`src/hw/rtl/sgdtu_pkg.sv`:
```
// shared types and constants of the sgd train unit
// word map, command flags, config indexes and controller opcodes
package sgdtu_pkg;

  localparam int unsigned AddrW = 7;
  localparam int unsigned DataW = 32;
  localparam int unsigned IdxW  = 4;

  localparam logic [AddrW-1:0] AddrGrad = 7'd12;
  localparam logic [AddrW-1:0] AddrCmd  = 7'd28;
  localparam logic [AddrW-1:0] AddrW1   = 7'd32;
  localparam logic [AddrW-1:0] AddrW2   = 7'd48;
  localparam logic [AddrW-1:0] AddrD2   = 7'd64;
  localparam logic [AddrW-1:0] AddrD1   = 7'd68;
  localparam logic [AddrW-1:0] AddrLoss = 7'd76;
  localparam logic [AddrW-1:0] AddrBusy = 7'd77;

  localparam int unsigned FlagLoss = 0;
  localparam int unsigned FlagD1   = 1;
  localparam int unsigned FlagL2   = 2;
  localparam int unsigned FlagL1   = 3;
  localparam int unsigned FlagClr  = 4;
  localparam int unsigned NumFlags = 5;

  localparam logic CmdRead  = 1'b0;
  localparam logic CmdWrite = 1'b1;

  typedef enum logic [2:0] {
    CFG_FRAC_BITS   = 3'd0,
    CFG_LEAK_SHIFT  = 3'd1,
    CFG_ERR_CLAMP   = 3'd2,
    CFG_DELTA_CLAMP = 3'd3,
    CFG_LR_SHIFT    = 3'd4
  } cfg_idx_e;

  typedef enum logic [3:0] {
    OP_IDLE,
    OP_ERR,
    OP_MSQ,
    OP_LOSS,
    OP_DOUT,
    OP_HLD,
    OP_MSL,
    OP_DHID,
    OP_UPD2,
    OP_UPD1,
    OP_CLR
  } op_e;

  typedef struct packed {
    op_e            op;
    logic [IdxW-1:0] idx;
  } dp_cmd_t;

endpackage

```
`src/hw/rtl/sgdtu_ctrl.sv`:
```
// sequencer of the train unit: walks the flagged steps element by element
// depends on sgdtu_pkg
module sgdtu_ctrl #(
  parameter int unsigned N_OUT = 2,
  parameter int unsigned N_HID = 4,
  parameter int unsigned N_IN  = 4
) (
  input  logic                                clk_i,
  input  logic                                rst_ni,
  input  logic                                start_i,
  input  logic [sgdtu_pkg::NumFlags-1:0]      flags_i,
  output sgdtu_pkg::dp_cmd_t                  cmd_o,
  output logic                                idle_o
);
  import sgdtu_pkg::*;

  localparam logic [IdxW-1:0] LastOut = IdxW'(N_OUT - 1);
  localparam logic [IdxW-1:0] LastHid = IdxW'(N_HID - 1);
  localparam logic [IdxW-1:0] LastL2  = IdxW'(N_OUT * N_HID - 1);
  localparam logic [IdxW-1:0] LastL1  = IdxW'(N_HID * N_IN - 1);

  op_e                 state_q, state_d;
  logic [IdxW-1:0]     idx_q, idx_d;
  logic [NumFlags-1:0] flags_q, flags_d;

  function automatic op_e first_op(input logic [NumFlags-1:0] f);
    op_e r;
    priority if (f[FlagLoss]) r = OP_ERR;
    else if (f[FlagD1])       r = OP_HLD;
    else if (f[FlagL2])       r = OP_UPD2;
    else if (f[FlagL1])       r = OP_UPD1;
    else if (f[FlagClr])      r = OP_CLR;
    else                      r = OP_IDLE;
    return r;
  endfunction

  function automatic logic [NumFlags-1:0] drop(input logic [NumFlags-1:0] f,
                                               input int unsigned b);
    logic [NumFlags-1:0] r;
    r    = f;
    r[b] = 1'b0;
    return r;
  endfunction

  always_ff @(posedge clk_i or negedge rst_ni) begin
    if (!rst_ni) begin
      state_q <= OP_IDLE;
      idx_q   <= '0;
      flags_q <= '0;
    end else begin
      state_q <= state_d;
      idx_q   <= idx_d;
      flags_q <= flags_d;
    end
  end

  always_comb begin
    state_d = state_q;
    idx_d   = idx_q;
    flags_d = flags_q;
    unique case (state_q)
      OP_IDLE: begin
        if (start_i) begin
          flags_d = flags_i;
          idx_d   = '0;
          state_d = first_op(flags_i);
        end
      end
      OP_ERR:  state_d = OP_MSQ;
      OP_MSQ:  state_d = OP_LOSS;
      OP_LOSS: state_d = OP_DOUT;
      OP_DOUT: begin
        if (idx_q == LastOut) begin
          flags_d = drop(flags_q, FlagLoss);
          idx_d   = '0;
          state_d = first_op(flags_d);
        end else begin
          idx_d   = idx_q + 1'b1;
          state_d = OP_ERR;
        end
      end
      OP_HLD:  state_d = OP_MSL;
      OP_MSL:  state_d = OP_DHID;
      OP_DHID: begin
        if (idx_q == LastHid) begin
          flags_d = drop(flags_q, FlagD1);
          idx_d   = '0;
          state_d = first_op(flags_d);
        end else begin
          idx_d   = idx_q + 1'b1;
          state_d = OP_HLD;
        end
      end
      OP_UPD2: begin
        if (idx_q == LastL2) begin
          flags_d = drop(flags_q, FlagL2);
          idx_d   = '0;
          state_d = first_op(flags_d);
        end else begin
          idx_d = idx_q + 1'b1;
        end
      end
      OP_UPD1: begin
        if (idx_q == LastL1) begin
          flags_d = drop(flags_q, FlagL1);
          idx_d   = '0;
          state_d = first_op(flags_d);
        end else begin
          idx_d = idx_q + 1'b1;
        end
      end
      OP_CLR: begin
        flags_d = '0;
        idx_d   = '0;
        state_d = OP_IDLE;
      end
      default: state_d = OP_IDLE;
    endcase
  end

  assign cmd_o.op  = state_q;
  assign cmd_o.idx = idx_q;
  assign idle_o    = (state_q == OP_IDLE);

endmodule

```
`config.mk`:
```
export PLATFORM = sky130hd
export DESIGN_NAME = sgdtu_ctrl
export DESIGN_NICKNAME = d
export VERILOG_FILES = /design/src/hw/rtl/sgdtu_pkg.sv /design/src/hw/rtl/sgdtu_ctrl.sv
export SDC_FILE = /design/constraint.sdc
export NUM_CORES = 1
export LEC_CHECK = 0
export ABC_CLOCK_PERIOD_IN_PS = 2000
export BUFFER_PORTS_ARGS = -buffer_cell sky130_fd_sc_hd__buf_2
export CORE_MARGIN = 5
export CORE_UTILIZATION = 57
export CTS_CLUSTER_SIZE = 28
export DETAILED_ROUTE_END_ITERATION = 7
export PLACE_DENSITY = 0.86
export SYNTH_ARGS = -nofsm -noshare
export SYNTH_HDL_FRONTEND = slang
export SYNTH_SLANG_ARGS = --single-unit
export TNS_END_PERCENT = 50
```
`constraint.sdc`:
```
create_clock -name clk_i -period 2 [get_ports clk_i]
set_input_delay 0.4 -clock clk_i [delete_from_list [all_inputs] [get_ports clk_i]]
set_output_delay 0.4 -clock clk_i [all_outputs]
set_load 0.02 [all_outputs]
```
==> results by group, run 1 <==
STA
  – Max_slew headroom: 0.675
  – Least-Margin Pin Slew: 0.488 ns
  – Final setup viols: 0
  – Worst Setup Slack, final: ~0.085 ns
  – Final-report hold violation count: 0
  – Sum Neg Setup Slack: 0 ns
  – Fmax: 0.522 GHz
  – Final Skew: just under 0.009 ns
  – Slew Limit Fails: 0
  – RSZ-0062 raised after global routing: false
  – Final worst-path cycle share: 0.958
  – WHS: around 0.38 ns
  – Period minus WS final: roughly 1.9 ns

Synth
  – YS warnings: 0
  – Post-synth top flop: dfrtp_1
  – Post-synth EDFFs: 0
  – Yosys top cell by area: dfrtp_1
  – Syn avg cell area: 9.16 sq um
  – Synth top area share: 0.263
  – Yosys cell types: 60
  – Post-Syn Instances: about 140
  – Seq cells post-synth: 13
  – Sequential fraction of the synthesis area: 0.263
  – Ys async rst share: 1.00
  – Synth area leaders: dfrtp_1, buf_6, a32oi_1
  – Syn Std Cell Area: 1240 sq um
  – Syn_nets: about 150

Routing
  – Number of routed nets with antenna violations: 0
  – DR WL/cell: 17.6 um
  – Vias per inst: about 6.5
  – Final wirelength: approximately 3200 um
  – DR vias: between 1k and 1.5k
  – Post-route DRC: 0
  – Detailed Routing Iterations Pass 1: 5
  – Drt first-iter violations: 76

Critical path
  – Worst Path Arrival: around 1.5 ns
  – Worst Reg2Reg Path Length in Cells: 5
  – R2R Path Start: idx_q[0]$_DFFE_PN0P_
  – Crit path largest cell delay: a little over 0.5 ns
  – Crit-path slowest cell: dfrtp_2
  – Critical Path Source: state_q[3]$_DFFE_PN0P_
  – CP Class: flop to primary output
  – Most frequent CP cell: buf_4
  – Worst EP required: 1.60 ns
  – Crit-path max FO: 12
  – Worst path cell trace: buf_4 > nor4_2 > buf_4 > buf_2
  – Worst setup SP type: flop
  – Critical path capture point type: primary output

GRT
  – Global-route usage over all layers: 0.214
  – First-pass GRT wire length: between 5000 and 6000 um
  – Remaining Overflow, GRT: 0
  – Pin count of the biggest net entering global routing: 16
  – Vias in the first global route: about 1.1k
  – Initial antenna violation count: 0

Flow run
  – MaxCap Viol Count: 0

Place
  – HPWL after DPL: roughly 2400 um
  – Setup WS pre-CTS: between 0.15 and 0.2 ns
  – Port bufs: 16
  – Area after DPL: approximately 1300 sq um
  – Placer Congestion: a little under 1

Power and ir drop
  – PD cells: roughly 1600 nW/um^2
  – Logic pwr share: 0.636
  – Max VDD drop: roughly 940 uV
  – Clock share of power: 0.079
  – Leakage Power: about 0.56 nW
  – Overall power: between 2 and 2.5 mW
  – Sw power: between 1 and 1.5 mW
  – Internal power: 1.07 mW
  – Sequential power share: 0.285
  – Sw Share: 0.506

Final layout
  – Share of post-route cells with drive strength above 1: 0.284
  – Filler Cell Count: between 150 and 200
  – Number of antenna diodes: 0
  – Area occupied by multi-input gates: ~800 sq um
  – Final layout net count: between 150 and 200
  – Layout Cell Area excl Fill: 1370 sq um
  – Area delta synth->final: 10.6%
  – Storage cell area: between 300 and 400 sq um

Clocking
  – Max clock buf depth: 2
  – Clock transition at path regs: ~0.090 ns
  – Root Buffer: clkbuf_4
  – Htree depth: 1
  – Worst-skew pair later-pin latency: ~0.29 ns
  – Clk sink count: 13
  – CTS tree: built
  – Total CTS buffers: 3

Floorplanning
  – Total die area: 3200 sq um
  – Row count: 16
  – Die height: around 57 um
  – Core footprint: around 2000 sq um
  – Initial Util: 0.611
  – Die Width: between 50 and 60 um
  – Io pins: 17

Worst hold path
  – Hold path start: flags_i[1]
  – Number of cells on the worst hold path: 2
  – Hold Path Class: input port to flop

Run status
  – Outcome: finished clean
[what timing repair did]
| action | in CTS | in global routing |
|---|---|---|
| resized for setup | 0 | 1 |
| setup endpoints to repair | 0 | 1 |
| endpoints found under the hold margin | 6 | 0 |
| hold buffers | 1 | 0 |
| buffers inserted | 0 | 0 |
[critical path: cells and delay by family (launching register included)]
kind	cells	cell delay [ns]
buffers and inverters	3	0.53
DFF	1	0.51
and+or+nand+nor	1	0.19
[area by class of cell]
cell class	instances	share of cell area
Timing Repair Buffer	26	0.115
Inverter	7	0.0192
Sequential cell	13	0.239
Multi-Input combinational cell	105	0.583
Clock buffer	4	0.0192
Tap cell	27	0.0247
[cell usage after synthesis, types with 2 or more instances]
master and n:
dfrtp_1 13, nor2_1 8, nand2_1 7, o21ai_0 7
inv_1 6, a21oi_1 5, buf_6 5, nand2b_1 5
a32oi_1 4, nor2b_1 4, nor3_1 4, buf_4 3
o31ai_1 3, or3b_1 3, a211oi_1 2, a22o_1 2
a22oi_1 2, a32o_1 2, ha_1 2, mux2_2 2
nand3_1 2, nor3b_1 2, nor4b_2 2, or2b_1 2
or3_1 2, xor2_1 2
[routing by layer]
layer	track usage	up-vias	share of wire
met5	0	-	0
met4	0.0780	0	0.018
met3	0.0413	8	0.082
met2	0.343	64	0.48
met1	0.284	556	0.42
li1	-	558	-
[stage by stage]
| stage | utilization | cells |
|---|---|---|
| final | 0.676 | 182 |
| after global routing | 0.676 | 182 |
| after CTS | 0.676 | 182 |
| after detailed placement | 0.658 | 177 |
| after global placement | 0.658 | 177 |
| after floorplan | - | 135 |
[power groups by stage]
stage / Sequential (mW) / Combinational [mW] / Clock [mW]
finish: 0.615 / 1.37 / 0.170
global route: 0.643 / 1.48 / 0.188
detailed placement: 0.611 / 1.34 / 0
CTS: 0.605 / 1.35 / 0.174
global placement: 0.598 / 1.30 / 0
floorplan: 0.584 / 1.04 / 0
[worst paths after layout]
path | slack, ns | endpoint
max reg2reg | 0.13 | idx_q[0]$_DFFE_PN0P_
max | 0.08 | idle_o
min reg2reg | 0.59 | idx_q[1]$_DFFE_PN0P_
max in group asynchronous | 1.21 | state_q[3]$_DFFE_PN0P_
min | 0.38 | flags_q[1]$_DFFE_PN0P_
min in group asynchronous | 0.52 | flags_q[2]$_DFFE_PN0P_
[registers in the layout, summed over array words and instances (netlist names)]
name,flops
idx_q,4
state_q,4
flags_q,5
[cells in the final DEF (no fill, tap or decap), types with 2 or more instances in the layout]
cell type	instances
nand2_1	7
o21ai_0	7
nor2_1	8
nor2b_1	4
buf_4	9
inv_1	6
dfrtp_1	12
or3b_1	3
nand2b_1	5
ha_1	2
nor3b_1	2
or3_1	2
a32o_1	2
buf_2	16
a22o_1	2
or2b_1	2
a21oi_1	5
clkbuf_4	3
nor3_1	4
o31ai_1	3
nor4b_2	2
a22oi_1	2
a32oi_1	4
xor2_1	2
nand3_1	2
mux2_2	2
a211oi_1	2
[cells by family after synthesis]
group | after synthesis | share of synthesized area
flops | 13 | 0.263
buf+inv | 17 | 0.0921
compound gates | 46 | 0.293
mux | 3 | 0.0263
xor+xnor | 3 | 0.0213
fa+ha+maj | 2 | 0.0202
simple gates | 51 | 0.284
Power figures use the tool's default switching activity.
==> inputs of run 2 (changes only) <==
- ABC_CLOCK_PERIOD_IN_PS: 2000 -> 1600
- CORE_UTILIZATION: 57 -> 51
- PLACE_DENSITY: 0.86 -> 0.82
- clock period: 2 -> 1.6 ns (I/O delays scaled with it)
==> run 2 against run 1 <==
  * Die area grew 9.6%
  * Wire length grew 34%
  * Global-route usage is 5.2 points higher
  * Count of clock-buffer cells in the layout is the same
  * Combinational power up 94%
  * Largest power group unchanged
  * Sequential cell count unchanged
  * Core utilization rose by 13 points
  * Via count up 22%
  * Clock skew up 0.00063 ns
  * Worst hold slack got worse by 0.068 ns
  * The run now ends with setup timing left
==> results by group, run 2 (synthesis results as in run 1) <==
GRT
  – Pin count of the biggest net entering global routing: 14
  – Initial antenna violation count: 0
  – Remaining Overflow, GRT: 0
  – Vias in the first global route: 1,439
  – First-pass GRT wire length: 7040 um
  – Global-route usage over all layers: 0.266

Power and ir drop
  – PD cells: just under 2000 nW/um^2
  – Overall power: ~3.6 mW
  – Leakage Power: between 0.7 and 0.8 nW
  – Max VDD drop: roughly 1400 uV

Final layout
  – Max reg flops: 5
  – Filler Cell Count: about 150
  – Largest Register: flags_q
  – Number of antenna diodes: 0
  – Most frequent cells in the layout: buf_4, buf_2, nand2_1, nor2_1, dfrtp_2
  – Top flop regs: flags_q (5), idx_q (4), state_q (4)
  – Storage cell area: between 300 and 400 sq um
  – Share of post-route cells with drive strength above 1: 0.536
  – Most common cell after layout, fill and taps aside: buf_4
  – Layout Cell Area excl Fill: about 1800 sq um
  – Area delta synth->final: 46.8%
  – Final layout net count: around 200
  – Area occupied by multi-input gates: just over 900 sq um

Floorplanning
  – Die height: slightly below 60 um
  – Row count: 17
  – Core footprint: roughly 2300 sq um
  – Die Width: 59.2 um
  – Initial Util: 0.548
  – Total die area: 3510 sq um
  – Io pins: 17

Critical path
  – Worst EP required: between 1 and 1.5 ns
  – Crit-path max FO: 7
  – Crit-path slowest cell: dfrtp_2
  – Crit path largest cell delay: approximately 0.46 ns
  – Worst Path Arrival: roughly 1.4 ns
  – CP bufs+invs: 2
  – Worst setup SP type: flop
  – Worst path cell trace: buf_6 > nor4_4 > buf_4
  – CP Class: flop to primary output
  – Cell family with the largest share of critical-path delay: flip-flops
  – Critical path capture point type: primary output

Routing
  – Drt first-iter violations: 89
  – DR vias: 1,443
  – Final wirelength: 4290 um
  – Post-route DRC: 0
  – DR WL/cell: a little under 20 um
  – Detailed Routing Iterations Pass 1: 4
  – Vias per inst: 6.56
  – Number of routed nets with antenna violations: 0

Clocking
  – Root Buffer: clkbuf_4
  – Htree depth: 1
  – Clk sink count: 13
  – Max clock buf depth: 2
  – Worst-skew pair later-pin latency: approximately 0.29 ns
  – Total CTS buffers: 3
  – Clock transition at path regs: around 0.09 ns
  – CTS tree: built

STA
  – WHS: about 0.31 ns
  – Final Skew: between 0.009 and 0.01 ns
  – Final setup viols: 10
  – Max_slew headroom: 0.745
  – Period minus WS final: ~1.7 ns
  – RSZ-0062 raised after global routing: true
  – Fmax: 0.593 GHz
  – Worst Setup Slack, final: -0.0868 ns
  – Final worst-path cycle share: 1.05
  – Least-Margin Pin Slew: 0.381 ns
  – Final-report hold violation count: 0
  – Slew Limit Fails: 0

Worst hold path
  – Hold Path Class: input port to flop

Place
  – HPWL after DPL: between 2000 and 3000 um
  – Placer Congestion: slightly below 1
  – Port bufs: 16
  – Area after DPL: approximately 1600 sq um

Run status
  – Failing checks: setup timing
  – Outcome: complete, but fails checks

Flow run
  – MaxCap Viol Count: 0
run 2: cell types whose count changed in the layout (fill, tap and decap cells not counted), sizes merged:
| cell | change |
|---|---|
| buf | +37 |
run 2: worst paths after layout:
check / endpoint / start / slack [ns] / depth (start not counted)
max reg2reg: state_q[1]$_DFFE_PN0P_ / state_q[0]$_DFFE_PN0P_ / -0.07 / 5
max in group asynchronous: state_q[2]$_DFFE_PN0P_ / rst_ni / 0.87 / 2
min reg2reg: flags_q[3]$_DFFE_PN0P_ / flags_q[3]$_DFFE_PN0P_ / 0.63 / 1
max: idle_o / state_q[2]$_DFFE_PN0P_ / -0.09 / 3
min in group asynchronous: flags_q[0]$_DFFE_PN0P_ / rst_ni / 0.45 / 2
min: flags_q[2]$_DFFE_PN0P_ / flags_i[2] / 0.31 / 2
run 2: area by class of cell:
class / count / share of cell area
clock buffer: 4 / 0.0145
tap: 28 / 0.0193
inverter: 7 / 0.0159
sequential: 13 / 0.184
timing repair buffer: 63 / 0.257
multi-input combinational: 105 / 0.509
run 2: per-stage QoR:
step                      cells  setup TNS, ns  utilization  worst slack, ns
after detailed placement    205         -0.651        0.704           -0.127
after global placement      205         -0.403        0.704          -0.0996
after CTS                   217         -0.313        0.774          -0.0809
after global routing        220          -1.07        0.805           -0.147
final                       220         -0.357        0.805          -0.0868
after floorplan             135         -0.136            -          -0.0708
run 2: repair_timing:
action                                 CTS  global route
buffers inserted                         7             3
resized for setup                       17            15
setup endpoints to repair               11            13
endpoints found under the hold margin   13             0
pin swaps                                5             7
hold buffers                             1             0
run 2: layer usage:
| layer | vias up | track usage | part of all wire |
|---|---|---|---|
| met2 | 90 | 0.434 | 0.47 |
| met1 | 698 | 0.328 | 0.39 |
| met3 | 17 | 0.0632 | 0.10 |
| met5 | - | 0 | 0 |
| li1 | 638 | - | - |
| met4 | 0 | 0.123 | 0.036 |
run 2: where the power goes:
part / switching [mW] / internal, mW / total, mW
Combinational: 1.34 / 1.32 / 2.66
Clock: 0.125 / 0.0972 / 0.223
Sequential: 0.237 / 0.482 / 0.719
Total: 1.70 / 1.90 / 3.60
run 2: worst register-to-register path, cell delays in order, from the launching register on:
cell and delay [ns]:
dfrtp_1 0.42, buf_4 0.21, nor4b_4 0.35, a22oi_2 0.16, o41a_1 0.35, a21oi_2 0.12
==> inputs of run 3 (changes only) <==
- CORE_MARGIN: 5 -> default
==> run 3 against run 2 <==
  * The flow still finishes with violations (setup timing)
  * Worst hold slack worse by 0.016 ns
  * Register-to-register slack worse by 0.05 ns
  * Clock power hardly changed
  * Final cell count stayed put
  * Via count is 0.49% lower
  * Sequential cell count stayed put
  * Largest power group unchanged
  * Die area is 25% lower
  * Critical path type is now flop to flop
  * First-iteration DRC count is 2.2% lower
  * Global-route usage is 10 points higher
==> results by group, run 3 (synthesis results as in run 1) <==
Floorplanning
  – Die height: 51.2 um
  – Initial Util: 0.548
  – Die Width: 51.2 um
  – Io pins: 17
  – Row count: 17
  – Core footprint: approximately 2300 sq um
  – Total die area: around 2600 sq um

Critical path
  – Worst setup SP type: flop
  – Crit-path max FO: 3
  – Cell family with the largest share of critical-path delay: simple AND/OR/NAND/NOR gates
  – CP Class: flop to flop
  – CP bufs+invs: 1
  – Worst Path Arrival: between 1.5 and 2 ns
  – Crit-path slowest cell: dfrtp_2
  – Critical path capture point type: flop
  – Crit path largest cell delay: between 0.4 and 0.5 ns
  – Worst path cell trace: inv_2 > ha_4 > or3b_4 > a22oi_2 > nand2_1 > mux2_2
  – Worst EP required: 1.79 ns

Power and ir drop
  – Leakage Power: 0.779 nW
  – Clock share of power: 0.060
  – PD cells: around 2000 nW/um^2
  – Logic pwr share: 0.735
  – Sw Share: 0.472
  – Max VDD drop: 1460 uV
  – Sw power: roughly 1.7 mW
  – Internal power: a little under 2 mW
  – Sequential power share: 0.206

GRT
  – Initial antenna violation count: 0
  – Global-route usage over all layers: 0.371
  – First-pass GRT wire length: just under 7000 um
  – Vias in the first global route: about 1.4k
  – Remaining Overflow, GRT: 0
  – Pin count of the biggest net entering global routing: 14

Final layout
  – Number of antenna diodes: 0
  – Final layout net count: about 200
  – Share of post-route cells with drive strength above 1: 0.531
  – Max reg flops: 5
  – Most common cell after layout, fill and taps aside: buf_4
  – Most frequent cells in the layout: buf_4, buf_2, nor2_1
  – Largest Register: flags_q
  – Layout Cell Area excl Fill: approximately 1800 sq um
  – Area delta synth->final: 46.0%
  – Post-Layout Cell Count: 220
  – Top flop regs: flags_q (5), idx_q (4), state_q (4)

Clocking
  – Root Buffer: clkbuf_4
  – Htree depth: 1
  – Clk sink count: 13
  – Worst-skew pair later-pin latency: roughly 0.3 ns
  – Total CTS buffers: 3
  – Max clock buf depth: 2
  – CTS tree: built
  – Clock transition at path regs: ~0.090 ns

Routing
  – Post-route DRC: 0
  – Detailed Routing Iterations Pass 1: 5
  – Final wirelength: roughly 4500 um
  – Number of routed nets with antenna violations: 0
  – Vias per inst: roughly 6.5
  – DR WL/cell: 20.5 um
  – DR vias: 1,436
  – Drt first-iter violations: 87

Place
  – Setup WS pre-CTS: -0.170 ns
  – HPWL after DPL: 2920 um
  – Placed cell count: between 200 and 250
  – Area after DPL: ~1600 sq um
  – Placer Congestion: 0.935
  – Port bufs: 16

STA
  – Fmax: roughly 0.58 GHz
  – Final-report hold violation count: 0
  – Final Skew: about 0.012 ns
  – Least-Margin Pin Slew: about 0.37 ns
  – RSZ-0062 raised after global routing: true
  – Final setup viols: 11
  – Worst Setup Slack, final: -0.121 ns
  – Sum Neg Setup Slack: -0.605 ns
  – Max_slew headroom: 0.751
  – Period minus WS final: 1.72 ns
  – Slew Limit Fails: 0
  – Final worst-path cycle share: 1.08

Run status
  – Outcome: complete, but fails checks
  – Failing checks: setup timing

Flow run
  – MaxCap Viol Count: 0

Worst hold path
  – Hold Path Class: input port to flop
-- run 3: changes by cell type in the layout (fill, tap and decap cells not counted), moves of 3 or more --
| cell | previous run | this run |
|---|---|---|
| o21ai_0 | 4 | 7 |
| buf_4 | 40 | 43 |
| o21ai_1 | 4 | 1 |
| buf_6 | 5 | 1 |
-- run 3: routing by layer --
layer	wire [um]	vias up	global-route usage
met2	2130	101	0.603
li1	-	632	-
met5	0	-	0
met1	1690	675	0.445
met3	423	28	0.0744
met4	267	0	0.234
-- run 3: worst reg2reg max path, cell delays in order, from the launching register on --
cell and delay [ns]:
dfrtp_2 0.45, inv_2 0.07, ha_4 0.13, or3b_4 0.37, a22oi_2 0.20, nand2_1 0.10, mux2_2 0.28
-- run 3: final cells by class --
class | count | area (sq um)
clock buffer | 4 | 26.3
multi-input combinational | 105 | 898
fill | 151 | 450
timing repair buffer | 63 | 484
tap | 28 | 35.0
sequential | 13 | 334
inverter | 7 | 26.3
-- run 3: final timing paths --
check                                startpoint                      to  slack, ns  cells past startpoint
max                        idx_q[1]$_DFFE_PN0P_    idx_q[0]$_DFFE_PN0P_      -0.12                      6
min                                  flags_i[1]  flags_q[1]$_DFFE_PN0P_       0.29                      2
max reg2reg                idx_q[1]$_DFFE_PN0P_    idx_q[0]$_DFFE_PN0P_      -0.12                      6
min reg2reg                idx_q[0]$_DFFE_PN0P_    idx_q[1]$_DFFE_PN0P_       0.66                      2
max in group asynchronous                rst_ni  state_q[2]$_DFFE_PN0P_       0.89                      2
min in group asynchronous                rst_ni    idx_q[3]$_DFFE_PN0P_       0.43                      2
-- run 3: power by group through the flow --
stage	Clock (mW)	Sequential [mW]	Combinational, mW
floorplan	0	0.759	1.34
global placement	0	0.742	2.05
CTS	0.223	0.737	2.32
detailed placement	0	0.759	2.13
global route	0.237	0.778	2.88
finish	0.221	0.760	2.72
-- run 3: metrics by stage --
stage          total power [mW]   util  hold slack, ns
6_report                   3.70  0.800           0.295
5_1_grt                    3.89  0.800           0.311
4_1_cts                    3.28  0.748           0.294
3_5_place_dp               2.89  0.694           0.225
3_3_place_gp               2.79  0.694           0.226
2_1_floorplan              2.10      -          0.0244
-- run 3: timing repair --
action | CTS | global route
pin swaps | 2 | 5
gates cloned | 0 | 1
endpoints found under the setup margin | 13 | 12
buffers inserted | 7 | 5
endpoints found under the hold margin | 13 | 0
hold buffers | 1 | 0
gates resized for setup | 7 | 14
